--- src/gtphl_pkg.sv ---
package gtphl_pkg;

  localparam int unsigned MAX_FRAME_BYTES_DEF  = 16383;
  localparam int unsigned GTP_HEADER_BYTES_DEF = 8;

  localparam logic [7:0]  GTP_FLAGS_RESET = 8'h30;

  localparam int unsigned ETH_HDR_BYTES  = 14;
  localparam int unsigned VLAN_TAG_BYTES = 4;
  localparam int unsigned IP_MIN_BYTES   = 20;
  localparam int unsigned UDP_HDR_BYTES  = 8;
  localparam int unsigned IP_PROTO_POS   = 9;
  localparam int unsigned TYPE_HI_POS    = 12;
  localparam int unsigned TYPE_LO_POS    = 13;
  localparam int unsigned INNER_HI_POS   = 16;
  localparam int unsigned INNER_LO_POS   = 17;

  localparam logic [15:0] TPID_VLAN      = 16'h8100;
  localparam logic [15:0] ETHERTYPE_IPV4 = 16'h0800;
  localparam logic [3:0]  IP_VERSION_4   = 4'd4;
  localparam logic [7:0]  UDP_PROTO_NUM  = 8'd17;

  // register map, word index
  localparam logic REG_GTP_FLAGS = 1'b0;

  typedef enum logic [3:0] {
    FAIL_NONE,
    FAIL_SHORT_ETH,
    FAIL_NOT_IPV4,
    FAIL_SHORT_IP,
    FAIL_BAD_VERSION,
    FAIL_NOT_UDP,
    FAIL_SHORT_UDP,
    FAIL_SHORT_GTP,
    FAIL_BAD_FLAGS
  } fail_code_e;

  typedef struct packed {
    logic [7:0] data_byte;
    logic       last_byte;
  } in_item_t;

  typedef struct packed {
    logic       found;
    logic [6:0] gtp_offset;
    logic [3:0] fail_code;
  } out_item_t;

endpackage

--- src/gtpv1_header_locator_core.sv ---
// A last-byte item's result is registered: the item passes the input register, then
// the result register, which loads only once the output is free.
// Throughput: one byte item per cycle, set by the single per-byte compare stage;
// a waiting result stops intake only once a last-byte item reaches the input register.
// Reset: asynchronous; clears all frame state and valids, flags register to 0x30.
module gtpv1_header_locator_core
  import gtphl_pkg::*;
#(
  parameter int unsigned MAX_FRAME_BYTES  = MAX_FRAME_BYTES_DEF,
  parameter int unsigned GTP_HEADER_BYTES = GTP_HEADER_BYTES_DEF
) (
  input  logic        clk_i,
  input  logic        rst_ni,
  input  logic        in_valid_i,
  output logic        in_ready_o,
  input  in_item_t    in_item_i,
  output logic        out_valid_o,
  input  logic        out_ready_i,
  output out_item_t   out_item_o,
  input  logic        psel,
  input  logic        penable,
  input  logic        pwrite,
  input  logic [2:0]  paddr,
  input  logic [31:0] pwdata,
  output logic [31:0] prdata,
  output logic        pready
);

  localparam int unsigned CW = $clog2(MAX_FRAME_BYTES + 1);
  localparam int unsigned LW = CW + 1;

  // configuration
  logic [7:0] flags_q;

  assign pready = 1'b1;

  always_ff @(posedge clk_i or negedge rst_ni) begin
    if (!rst_ni) begin
      flags_q <= GTP_FLAGS_RESET;
    end else if (psel && penable && pwrite && pready && paddr[2] == REG_GTP_FLAGS) begin
      flags_q <= pwdata[7:0];
    end
  end

  assign prdata = (paddr[2] == REG_GTP_FLAGS) ? {24'd0, flags_q} : 32'd0;

  // input register and handshake
  logic      s1_valid_q;
  in_item_t  s1_q;
  logic      out_valid_q;
  out_item_t out_q;
  logic      out_free;
  logic      s1_adv;
  logic      fire;

  assign out_free   = !out_valid_q || out_ready_i;
  assign s1_adv     = !s1_q.last_byte || out_free;
  assign fire       = s1_valid_q && s1_adv;
  assign in_ready_o = !s1_valid_q || s1_adv;

  always_ff @(posedge clk_i or negedge rst_ni) begin
    if (!rst_ni) begin
      s1_valid_q <= 1'b0;
    end else if (in_ready_o) begin
      s1_valid_q <= in_valid_i;
    end
  end

  always_ff @(posedge clk_i) begin
    if (in_ready_o && in_valid_i) begin
      s1_q <= in_item_i;
    end
  end

  // frame state
  logic [CW-1:0] cnt_q, cnt_d;
  logic [7:0]    thb_q, thb_d;
  logic          vlan_q, vlan_d;
  logic          ipv4_q, ipv4_d;
  logic          ver_q, ver_d;
  logic          udp_q, udp_d;
  logic [6:0]    gtp_q, gtp_d;
  logic          fmatch_q, fmatch_d;

  logic [4:0]    ip_start;
  logic [15:0]   etype;
  logic [LW-1:0] len;
  fail_code_e    code;

  always_comb begin
    cnt_d    = cnt_q;
    thb_d    = thb_q;
    vlan_d   = vlan_q;
    ipv4_d   = ipv4_q;
    ver_d    = ver_q;
    udp_d    = udp_q;
    gtp_d    = gtp_q;
    fmatch_d = fmatch_q;
    ip_start = vlan_q ? 5'(ETH_HDR_BYTES + VLAN_TAG_BYTES) : 5'(ETH_HDR_BYTES);
    etype    = {thb_q, s1_q.data_byte};

    if (cnt_q < CW'(MAX_FRAME_BYTES)) begin
      if (cnt_q == CW'(TYPE_HI_POS)) begin
        thb_d = s1_q.data_byte;
      end else if (cnt_q == CW'(TYPE_LO_POS)) begin
        if (etype == TPID_VLAN) begin
          vlan_d   = 1'b1;
          ip_start = 5'(ETH_HDR_BYTES + VLAN_TAG_BYTES);
        end else begin
          ipv4_d = (etype == ETHERTYPE_IPV4);
        end
      end else if (vlan_q && cnt_q == CW'(INNER_HI_POS)) begin
        thb_d = s1_q.data_byte;
      end else if (vlan_q && cnt_q == CW'(INNER_LO_POS)) begin
        ipv4_d = (etype == ETHERTYPE_IPV4);
      end else if (cnt_q >= CW'(ETH_HDR_BYTES)) begin
        if (cnt_q == CW'(ip_start)) begin
          ver_d = (s1_q.data_byte[7:4] == IP_VERSION_4);
          gtp_d = 7'(ip_start) + 7'({s1_q.data_byte[3:0], 2'b00}) + 7'(UDP_HDR_BYTES);
        end else if (cnt_q > CW'(ip_start)) begin
          if (cnt_q == CW'(ip_start) + CW'(IP_PROTO_POS)) begin
            udp_d = (s1_q.data_byte == UDP_PROTO_NUM);
          end
          if (cnt_q == CW'(gtp_q)) begin
            fmatch_d = (s1_q.data_byte == flags_q);
          end
        end
      end
      cnt_d = cnt_q + CW'(1);
    end

    // checks in priority order, on the updated frame state
    len = LW'(cnt_q) + LW'(1);
    if (len < LW'(ETH_HDR_BYTES)) begin
      code = FAIL_SHORT_ETH;
    end else if (vlan_d && len < LW'(ETH_HDR_BYTES + VLAN_TAG_BYTES)) begin
      code = FAIL_SHORT_ETH;
    end else if (!ipv4_d) begin
      code = FAIL_NOT_IPV4;
    end else if (len < LW'(ip_start) + LW'(IP_MIN_BYTES)) begin
      code = FAIL_SHORT_IP;
    end else if (!ver_d) begin
      code = FAIL_BAD_VERSION;
    end else if (!udp_d) begin
      code = FAIL_NOT_UDP;
    end else if (len < LW'(gtp_d)) begin
      code = FAIL_SHORT_UDP;
    end else if (len < LW'(gtp_d) + LW'(GTP_HEADER_BYTES)) begin
      code = FAIL_SHORT_GTP;
    end else if (!fmatch_d) begin
      code = FAIL_BAD_FLAGS;
    end else begin
      code = FAIL_NONE;
    end
  end

  always_ff @(posedge clk_i or negedge rst_ni) begin
    if (!rst_ni) begin
      cnt_q    <= '0;
      thb_q    <= '0;
      vlan_q   <= 1'b0;
      ipv4_q   <= 1'b0;
      ver_q    <= 1'b0;
      udp_q    <= 1'b0;
      gtp_q    <= '0;
      fmatch_q <= 1'b0;
    end else if (fire) begin
      if (s1_q.last_byte) begin
        cnt_q    <= '0;
        thb_q    <= '0;
        vlan_q   <= 1'b0;
        ipv4_q   <= 1'b0;
        ver_q    <= 1'b0;
        udp_q    <= 1'b0;
        gtp_q    <= '0;
        fmatch_q <= 1'b0;
      end else begin
        cnt_q    <= cnt_d;
        thb_q    <= thb_d;
        vlan_q   <= vlan_d;
        ipv4_q   <= ipv4_d;
        ver_q    <= ver_d;
        udp_q    <= udp_d;
        gtp_q    <= gtp_d;
        fmatch_q <= fmatch_d;
      end
    end
  end

  // result register
  always_ff @(posedge clk_i or negedge rst_ni) begin
    if (!rst_ni) begin
      out_valid_q <= 1'b0;
    end else if (out_free) begin
      out_valid_q <= fire && s1_q.last_byte;
    end
  end

  always_ff @(posedge clk_i) begin
    if (out_free && fire && s1_q.last_byte) begin
      out_q.found      <= (code == FAIL_NONE);
      out_q.gtp_offset <= (code == FAIL_NONE) ? gtp_d : 7'd0;
      out_q.fail_code  <= code;
    end
  end

  assign out_valid_o = out_valid_q;
  assign out_item_o  = out_q;

  // checks; IHL of zero puts the GTP header right after the UDP header
  a_found_ok : assert property (@(posedge clk_i) disable iff (!rst_ni)
    out_valid_o && out_item_o.found |->
      out_item_o.fail_code == FAIL_NONE &&
      out_item_o.gtp_offset >= 7'(ETH_HDR_BYTES + UDP_HDR_BYTES))
    else $error("found result with bad code or offset");

  a_fail_zero : assert property (@(posedge clk_i) disable iff (!rst_ni)
    out_valid_o && !out_item_o.found |->
      out_item_o.fail_code != FAIL_NONE && out_item_o.gtp_offset == 7'd0)
    else $error("failed result with nonzero offset or ok code");

  a_cnt_sat : assert property (@(posedge clk_i) disable iff (!rst_ni)
    cnt_q <= CW'(MAX_FRAME_BYTES))
    else $error("byte count beyond saturation");

  a_frame_clear : assert property (@(posedge clk_i) disable iff (!rst_ni)
    fire && s1_q.last_byte |=> cnt_q == '0 && !vlan_q && gtp_q == '0 && out_valid_o)
    else $error("frame state not cleared after last byte");

  a_s1_hold : assert property (@(posedge clk_i) disable iff (!rst_ni)
    s1_valid_q && !s1_adv |=> s1_valid_q && $stable(s1_q))
    else $error("stalled input register changed");

endmodule

--- config.mk ---
export PLATFORM = sky130hd
export DESIGN_NAME = gtpv1_header_locator_core
export DESIGN_NICKNAME = d
export VERILOG_FILES = /design/src/gtphl_pkg.sv /design/src/gtpv1_header_locator_core.sv
export SDC_FILE = /design/constraint.sdc
export NUM_CORES = 1
export LEC_CHECK = 0
export BUFFER_PORTS_ARGS = -buffer_cell sky130_fd_sc_hd__buf_2
export CAP_MARGIN = 10
export CORE_MARGIN = 2
export CORE_UTILIZATION = 50
export CTS_CLUSTER_SIZE = 28
export DETAILED_ROUTE_END_ITERATION = 7
export PLACE_DENSITY = 0.83
export SYNTH_ARGS = -nofsm -noshare
export SYNTH_HDL_FRONTEND = slang
export SYNTH_SLANG_ARGS = --single-unit
--- constraint.sdc ---
create_clock -name clk_i -period 4.08 [get_ports clk_i]
set_input_delay 0.612 -clock clk_i [delete_from_list [all_inputs] [get_ports clk_i]]
set_output_delay 0.612 -clock clk_i [all_outputs]
set_load 0.01 [all_outputs]
==> metrics.md, run 1 <==
| Metric | Value |
|---|---|
| Largest net degree at the start of global routing | 45 |
| Die area | between 9000 and 10,000 um^2 |
| Overall routed net length | 11,100 um |
| Crit end category | register |
| Layout area overhead | 15.40% |
| Hold crit path type | in2async |
| Post-synth EDFFs | 21 |
| Clk root buf | clkbuf_8 |
| Initial DRC Count | 366 |
| Multi-input logic area | 2564 um^2 |
| Final Power | between 1500 and 2000 uW |
| Layout fillers | slightly below 700 |
| Compound-gate portion of the synthesized area | 0.1384 |
| Avg Synthesized Cell Area | slightly below 10 um^2 |
| Worst Clk Skew | 11.13 ps |
| Bufs on Longest Clock Path | 2 |
| CP Data Required Time | between 4000 and 5000 ps |
| Antenna Nets Post-Route | 0 |
| Initial core utilization | 0.5172 |
| Layout Nets | approximately 610 |
| Worst VDD drop | 0.0002284 V |
| Final min period | 4004 ps |
| Core Area | between 8000 and 9000 um^2 |
| Length in cells of the worst reg-to-reg path | 15 |
| Reg clk slew, reported paths | approximately 90 ps |
| Min setup slack post-route | approximately 76 ps |
| Max-cap viol count | 0 |
| RR Endpoint | out_item_o[0]$_DFFE_PP_ |
| Final hold viol count | 0 |
| Initial DRT Pass Iterations | 5 |
| IO buf count | 46 |
| Dpl ws | -110.5 ps |
| Share of layout cells above drive strength 1 | 0.2698 |
| Status | finished, final reports clean |
| Post-synthesis adder-cell area fraction | 0.08488 |
| Data arrival, critical path | 4240 ps |
| Vias per inst | 5.884 |
| DRC | 0 |
| Mapped Cells | roughly 460 |
| Slew HR | 0.2973 |
| GRT Overall Usage | 0.2306 |
| Startpoint Class | register |
| Setup TNS | 0 ps |
| Setup CP Type | reg2reg |
| Largest family of logic cells by synthesized area | simple AND/OR/NAND/NOR gates |
| Antenna fix cells | 0 |
| Synth warn | 0 |
| Crit path max fanout | 6 |
| RSZ-0062 raised after global routing | true |
| Max-slew violations | 0 |
| Vias in the first global route | approximately 3,700 |
| # hold bufs at CTS | 0 |
| Fin crit share | 0.9815 |
| Proportion of synthesized area in mux cells | 0.04272 |
| CTS tree | built |
| R2r startpoint | vlan_q$_DFFE_PN0P_ |
| Pwr Density | 316.6 nW/um^2 |
| Die height | slightly below 100 um |
| Leakage power | 0.002347 uW |
| Seq. cell area | around 1700 um^2 |
| # IOs | 98 |
| Synth Area in Simple Gates | 0.2128 |
| Detail Placement HPWL | approximately 8000 um |
| Row count | 34 |
| Mapped Area | between 4000 and 5000 um^2 |
| Wire per inst | between 15 and 20 um |
| Vias | 3,754 |
| Routability cong. | ~0.94 |
| Overall die width | ~99 um |
| Seq cells post-synth | between 60 and 70 |
| Initial antenna violation count | 0 |
| Ys async rst share | 0.6769 |
| Count of different cell masters after synthesis | 74 |
| Grt ovf | 0 |
| Post-synth top flop | dfrtp_1 |
| Actual transition at the worst max-transition pin | around 1100 ps |
| CTS Buf Count | 9 |
| Sequential area share after synthesis | 0.3845 |
| # clock sinks | 65 |
| FF-to-FF setup slack | 80 ps |
| Synth Area in XOR/XNOR | 0.05215 |
| Clk_lat worst skew | between 300 and 400 ps |
| Final setup fails | 0 |
| Global-route wire length before repair | 18,160 um |
| Htree depth | 3 |
| Maximum clock rate | 249.7 MHz |
-- registers in the layout, summed over array words and instances (netlist names), 7 cells and up --
name and flops:
thb_q 8, cnt_q 14, gtp_q 7, out_item_o 12, flags_q 8, etype 8
-- worst max path at each step --
stage,from,endpoint,slack (ps),cells past startpoint
CTS,vlan_q$_DFFE_PN0P_,out_item_o[6]$_SDFFCE_PP0P_,1,18
detailed placement,vlan_q$_DFFE_PN0P_,out_item_o[0]$_DFFE_PP_,-110,17
floorplan,vlan_q$_DFFE_PN0P_,out_item_o[0]$_DFFE_PP_,70,17
global placement,vlan_q$_DFFE_PN0P_,out_item_o[0]$_DFFE_PP_,120,17
global route,vlan_q$_DFFE_PN0P_,out_item_o[0]$_DFFE_PP_,-70,16
finish,vlan_q$_DFFE_PN0P_,out_item_o[0]$_DFFE_PP_,80,15
-- synth_stat cells, drive strengths merged, types with 7 or more instances --
cell,number,area share
nor3b,9,0.023
nor2,25,0.021
ha,29,0.080
a31o,7,0.014
nand3,11,0.013
nand4,11,0.015
edfxtp,21,0.14
mux2,10,0.025
nor2b,22,0.031
nand2,37,0.032
and3,8,0.012
buf,38,0.060
mux2i,8,0.018
o31ai,8,0.013
inv,23,0.019
a21oi,18,0.022
xnor2,16,0.031
dfrtp,42,0.23
xor2,10,0.021
nor3,8,0.011
o21ai,27,0.030
-- routing by layer --
| metal | vias to the layer above | track usage | part of all wire |
|---|---|---|---|
| met5 | - | 0 | 0 |
| li1 | 1744 | - | - |
| met4 | 0 | 0.08535 | 0.022 |
| met1 | 1820 | 0.3008 | 0.43 |
| met2 | 165 | 0.3820 | 0.49 |
| met3 | 25 | 0.04468 | 0.058 |
-- placed cells by master (no fill, tap or decap), types with 5 or more instances in the layout --
| cell | Yosys | routed |
|---|---|---|
| xnor2_1 | 16 | 16 |
| clkbuf_8 | 0 | 9 |
| ha_1 | 29 | 27 |
| mux2i_1 | 8 | 5 |
| inv_1 | 22 | 21 |
| o31ai_1 | 8 | 8 |
| nor2_1 | 25 | 25 |
| nor3b_2 | 7 | 7 |
| and2_1 | 6 | 6 |
| mux2_2 | 10 | 10 |
| nand3_1 | 10 | 10 |
| nand2_1 | 36 | 36 |
| buf_2 | 8 | 46 |
| a31o_2 | 7 | 7 |
| nand4_1 | 11 | 11 |
| nor3_1 | 7 | 7 |
| conb_1 | 2 | 25 |
| and3_1 | 7 | 6 |
| nor2b_1 | 22 | 22 |
| a21oi_1 | 16 | 15 |
| o21ai_0 | 27 | 27 |
| edfxtp_1 | 21 | 21 |
| xor2_1 | 9 | 9 |
| dfrtp_1 | 42 | 40 |
| buf_4 | 28 | 27 |
| a211oi_1 | 5 | 5 |
-- where the power goes --
part           internal (uW)  switching (uW)  total, uW
Clock                    343             285        627
Sequential               719            37.8        757
Combinational            117             147        264
Total                   1180             469       1650
-- what timing repair did --
action / CTS / global route
buffers inserted: 0 / 3
endpoints found under the setup margin: 10 / 11
gates resized for setup: 5 / 13
pin swaps: 1 / 1
gates cloned: 0 / 0
-- critical path: stages (launching register included) --
cell	delay, ps
dfrtp_2	470
ha_1	300
inv_1	40
ha_1	230
fa_1	540
mux2i_4	80
buf_4	170
nor3_1	200
xor2_1	200
ha_1	260
and3_4	170
a2111oi_4	380
a21oi_2	110
or3b_1	370
a211oi_1	220
or3_1	140
-- kinds of logic (layout without fill, tap and decap cells) --
logic type	after synthesis	after routing
simple gates	161	161
compound gates	91	91
flops	65	65
buf+inv	65	114
fa+ha+maj	30	30
xor+xnor	26	26
mux	18	18
other cells	2	25
-- metrics by stage --
step	cells	instance area, um^2	hold slack, ps	util
CTS	635	5116	420.7	0.5867
global placement	619	4882	463.7	0.5598
detailed placement	619	4882	476.3	0.5598
global route	638	5205	413.7	0.5968
finish	638	5205	417.7	0.5968
floorplan	481	4597	316.4	-
-- cell type report --
cell class / instances / share of cell area
clock inverters: 7 / 0.01827
multi-input cells: 351 / 0.4925
inverters: 23 / 0.01659
flip-flops and latches: 65 / 0.3337
clock buffers: 9 / 0.02380
well taps: 108 / 0.02596
repair buffers: 75 / 0.08918
Note: power is estimated with default switching activity, not from simulation.
==> inputs of run 2 (changes only) <==
--- a/config.mk
+++ b/config.mk
@@ -11,6 +11,7 @@
 export CORE_UTILIZATION = 50
 export CTS_CLUSTER_SIZE = 28
 export DETAILED_ROUTE_END_ITERATION = 7
+export MAX_ROUTING_LAYER = met4
 export PLACE_DENSITY = 0.83
 export SYNTH_ARGS = -nofsm -noshare
 export SYNTH_HDL_FRONTEND = slang
==> run 2 against run 1 <==
Against the previous run: first-iteration DRC count down 21%; flip-flop and latch count stayed put; non-clock buffer count grew 2; largest cell class unchanged; largest power group unchanged.
==> metrics.md, run 2 (synthesized netlist as in run 1, its figures left out) <==
| Metric | Value |
|---|---|
| Global-route wire length before repair | approximately 18,000 um |
| Detail Placement HPWL | about 8000 um |
| Core Area | ~8700 um^2 |
| Clk root buf | clkbuf_8 |
| Clk_lat worst skew | 360 ps |
| Layout Nets | slightly above 600 |
| CP Data Required Time | ~4200 ps |
| Largest net degree at the start of global routing | 45 |
| Placed Instance Area | just under 5000 um^2 |
| Hold crit path type | in2async |
| Row count | 34 |
| Initial antenna violation count | 0 |
| Htree depth | 3 |
| Setup CP Type | reg2reg |
| Setup TNS | 0 ps |
| Reg clk slew, reported paths | roughly 90 ps |
| Max-slew violations | 0 |
| # IOs | 98 |
| DRC | 0 |
| Slowest-stage cell, CP | dfrtp_2 |
| Vias | around 3,800 |
| Comb power frac | 0.177 |
| Grt ovf | 0 |
| Flip-flop count of the largest register after layout | 14 |
| Maximum clock rate | 249.1 MHz |
| Top delay family on crit path | simple AND/OR/NAND/NOR gates |
| Wire per inst | roughly 17 um |
| Antenna Nets Post-Route | 0 |
| Top reg by flops | cnt_q |
| Final min period | between 4000 and 5000 ps |
| Max incr delay on CP | ~470 ps |
| Crit path max fanout | 6 |
| Fin crit share | 0.9840 |
| Crit end category | register |
| Layout area overhead | 15.15% |
| Leakage power | 0.002360 uW |
| Switch share | 0.3111 |
| Final Power | ~1500 uW |
| Min setup slack post-route | around 65 ps |
| CTS Buf Count | 9 |
| Initial DRT Pass Iterations | 5 |
| Bufs on Longest Clock Path | 2 |
| # clock sinks | 65 |
| Status | finished, final reports clean |
| Data arrival, critical path | 4120 ps |
| CTS tree | built |
| Bufs and invs on worst path | 1 |
| Routability cong. | between 0.9 and 1 |
| Slew HR | 0.2825 |
| Final hold viol count | 0 |
| Psw | approximately 480 uW |
| Share of layout cells above drive strength 1 | 0.2838 |
| Worst VDD drop | about 0.00027 V |
| Pwr Density | a little under 300 nW/um^2 |
| Worst Clk Skew | 11.50 ps |
| Final setup fails | 0 |
| Dpl ws | -18.05 ps |
| Actual transition at the worst max-transition pin | ~1100 ps |
| # hold bufs at CTS | 0 |
| Commonest non-fill, non-tap cell in the layout | buf_2 |
| RSZ-0062 raised after global routing | true |
| Clock network power share | 0.333 |
| Antenna fix cells | 0 |
| Post-layout util | 0.5956 |
| IO buf count | between 40 and 50 |
| Max-cap viol count | 0 |
| GRT Overall Usage | 0.2336 |
| Vias per inst | around 5.9 |
| Sequential share of power | 0.490 |
| Overall die width | just under 100 um |
| Vias in the first global route | around 3,700 |
| Die area | slightly below 10,000 um^2 |
| Die height | 98.98 um |
| Commonest non-fill, non-tap cells in the layout | 46 x buf_2, 40 x dfrtp_1, 36 x nand2_1 |
| Worst path cell trace | ha_1 -> nand4_1 -> nor4_2 -> nand4_1 -> buf_6 -> mux2i_1 -> ha_1 -> a21oi_1 -> o21ai_2 -> a21o_1 -> a211o_1 -> or3b_1 -> a211oi_2 -> or3_1 |
| Initial DRC Count | 290 |
| Cell-internal power | ~1100 uW |
| Finished Cell Area | roughly 5200 um^2 |
| Initial core utilization | 0.5172 |
| Overall routed net length | approximately 11,000 um |
| Startpoint Class | register |
run 2: cell types whose count changed in the layout (fill, tap and decap cells not counted), sizes merged:
| cell | delta |
|---|---|
| bufinv | -2 |
| inv | +2 |
| buf | +1 |
| clkbuf | +1 |
| clkinv | +1 |
| clkinvlp | -1 |
run 2: area by class of cell:
type                       instances  area (um^2)
clock buffer                       9        123.9
timing repair buffer              77        476.7
multi-input combinational        351         2580
sequential                        65         1737
fill                             668         3527
tap                              108        135.1
inverter                          23        86.33
clock inverter                     7        55.05
run 2: timing repair:
| action | 4_1_cts | 5_1_grt |
|---|---|---|
| hold endpoints to repair | 0 | 0 |
| resized for setup | 1 | 24 |
| pin swaps | 0 | 9 |
| setup buffers | 0 | 7 |
| setup endpoints to repair | 1 | 12 |
run 2: power groups by stage:
stage               combinational (uW)  clock (uW)  sequential [uW]
global placement                   245           0              765
global route                       296         551              761
detailed placement                 258           0              768
finish                             274         513              756
CTS                                261         519              755
floorplan                          195           0              759
run 2: metrics by stage:
step / hold WS (ps) / std cells
3_3_place_gp: 463.8 / 617
4_1_cts: 421.3 / 633
2_1_floorplan: 316.4 / 481
6_report: 420.9 / 640
5_1_grt: 411.8 / 640
3_5_place_dp: 472.5 / 617
run 2: final timing paths:
kind | startpoint | to | slack [ps] | cells after the start
worst max-delay path | cnt_q[3]$_DFFE_PN0P_ | out_item_o[0]$_DFFE_PP_ | 70 | 14
worst min-delay path | rst_ni | gtp_q[5]$_DFFE_PN0P_ | 420 | 1
worst max register to register | cnt_q[3]$_DFFE_PN0P_ | out_item_o[0]$_DFFE_PP_ | 70 | 14
worst min register to register | ipv4_q$_DFFE_PN0P_ | ipv4_q$_DFFE_PN0P_ | 490 | 2
max in group asynchronous | rst_ni | cnt_q[3]$_DFFE_PN0P_ | 2960 | 1
min in group clk_i | in_item_i[1] | etype[0]$_DFFE_PP_ | 430 | 1
run 2: per-layer routing:
metal	up-vias	GRT usage	wire length, um
met4	0	0.09168	293
met5	-	-	0
met3	37	0.04681	703
li1	1739	-	-
met1	1859	0.2894	4625
met2	161	0.3768	5408
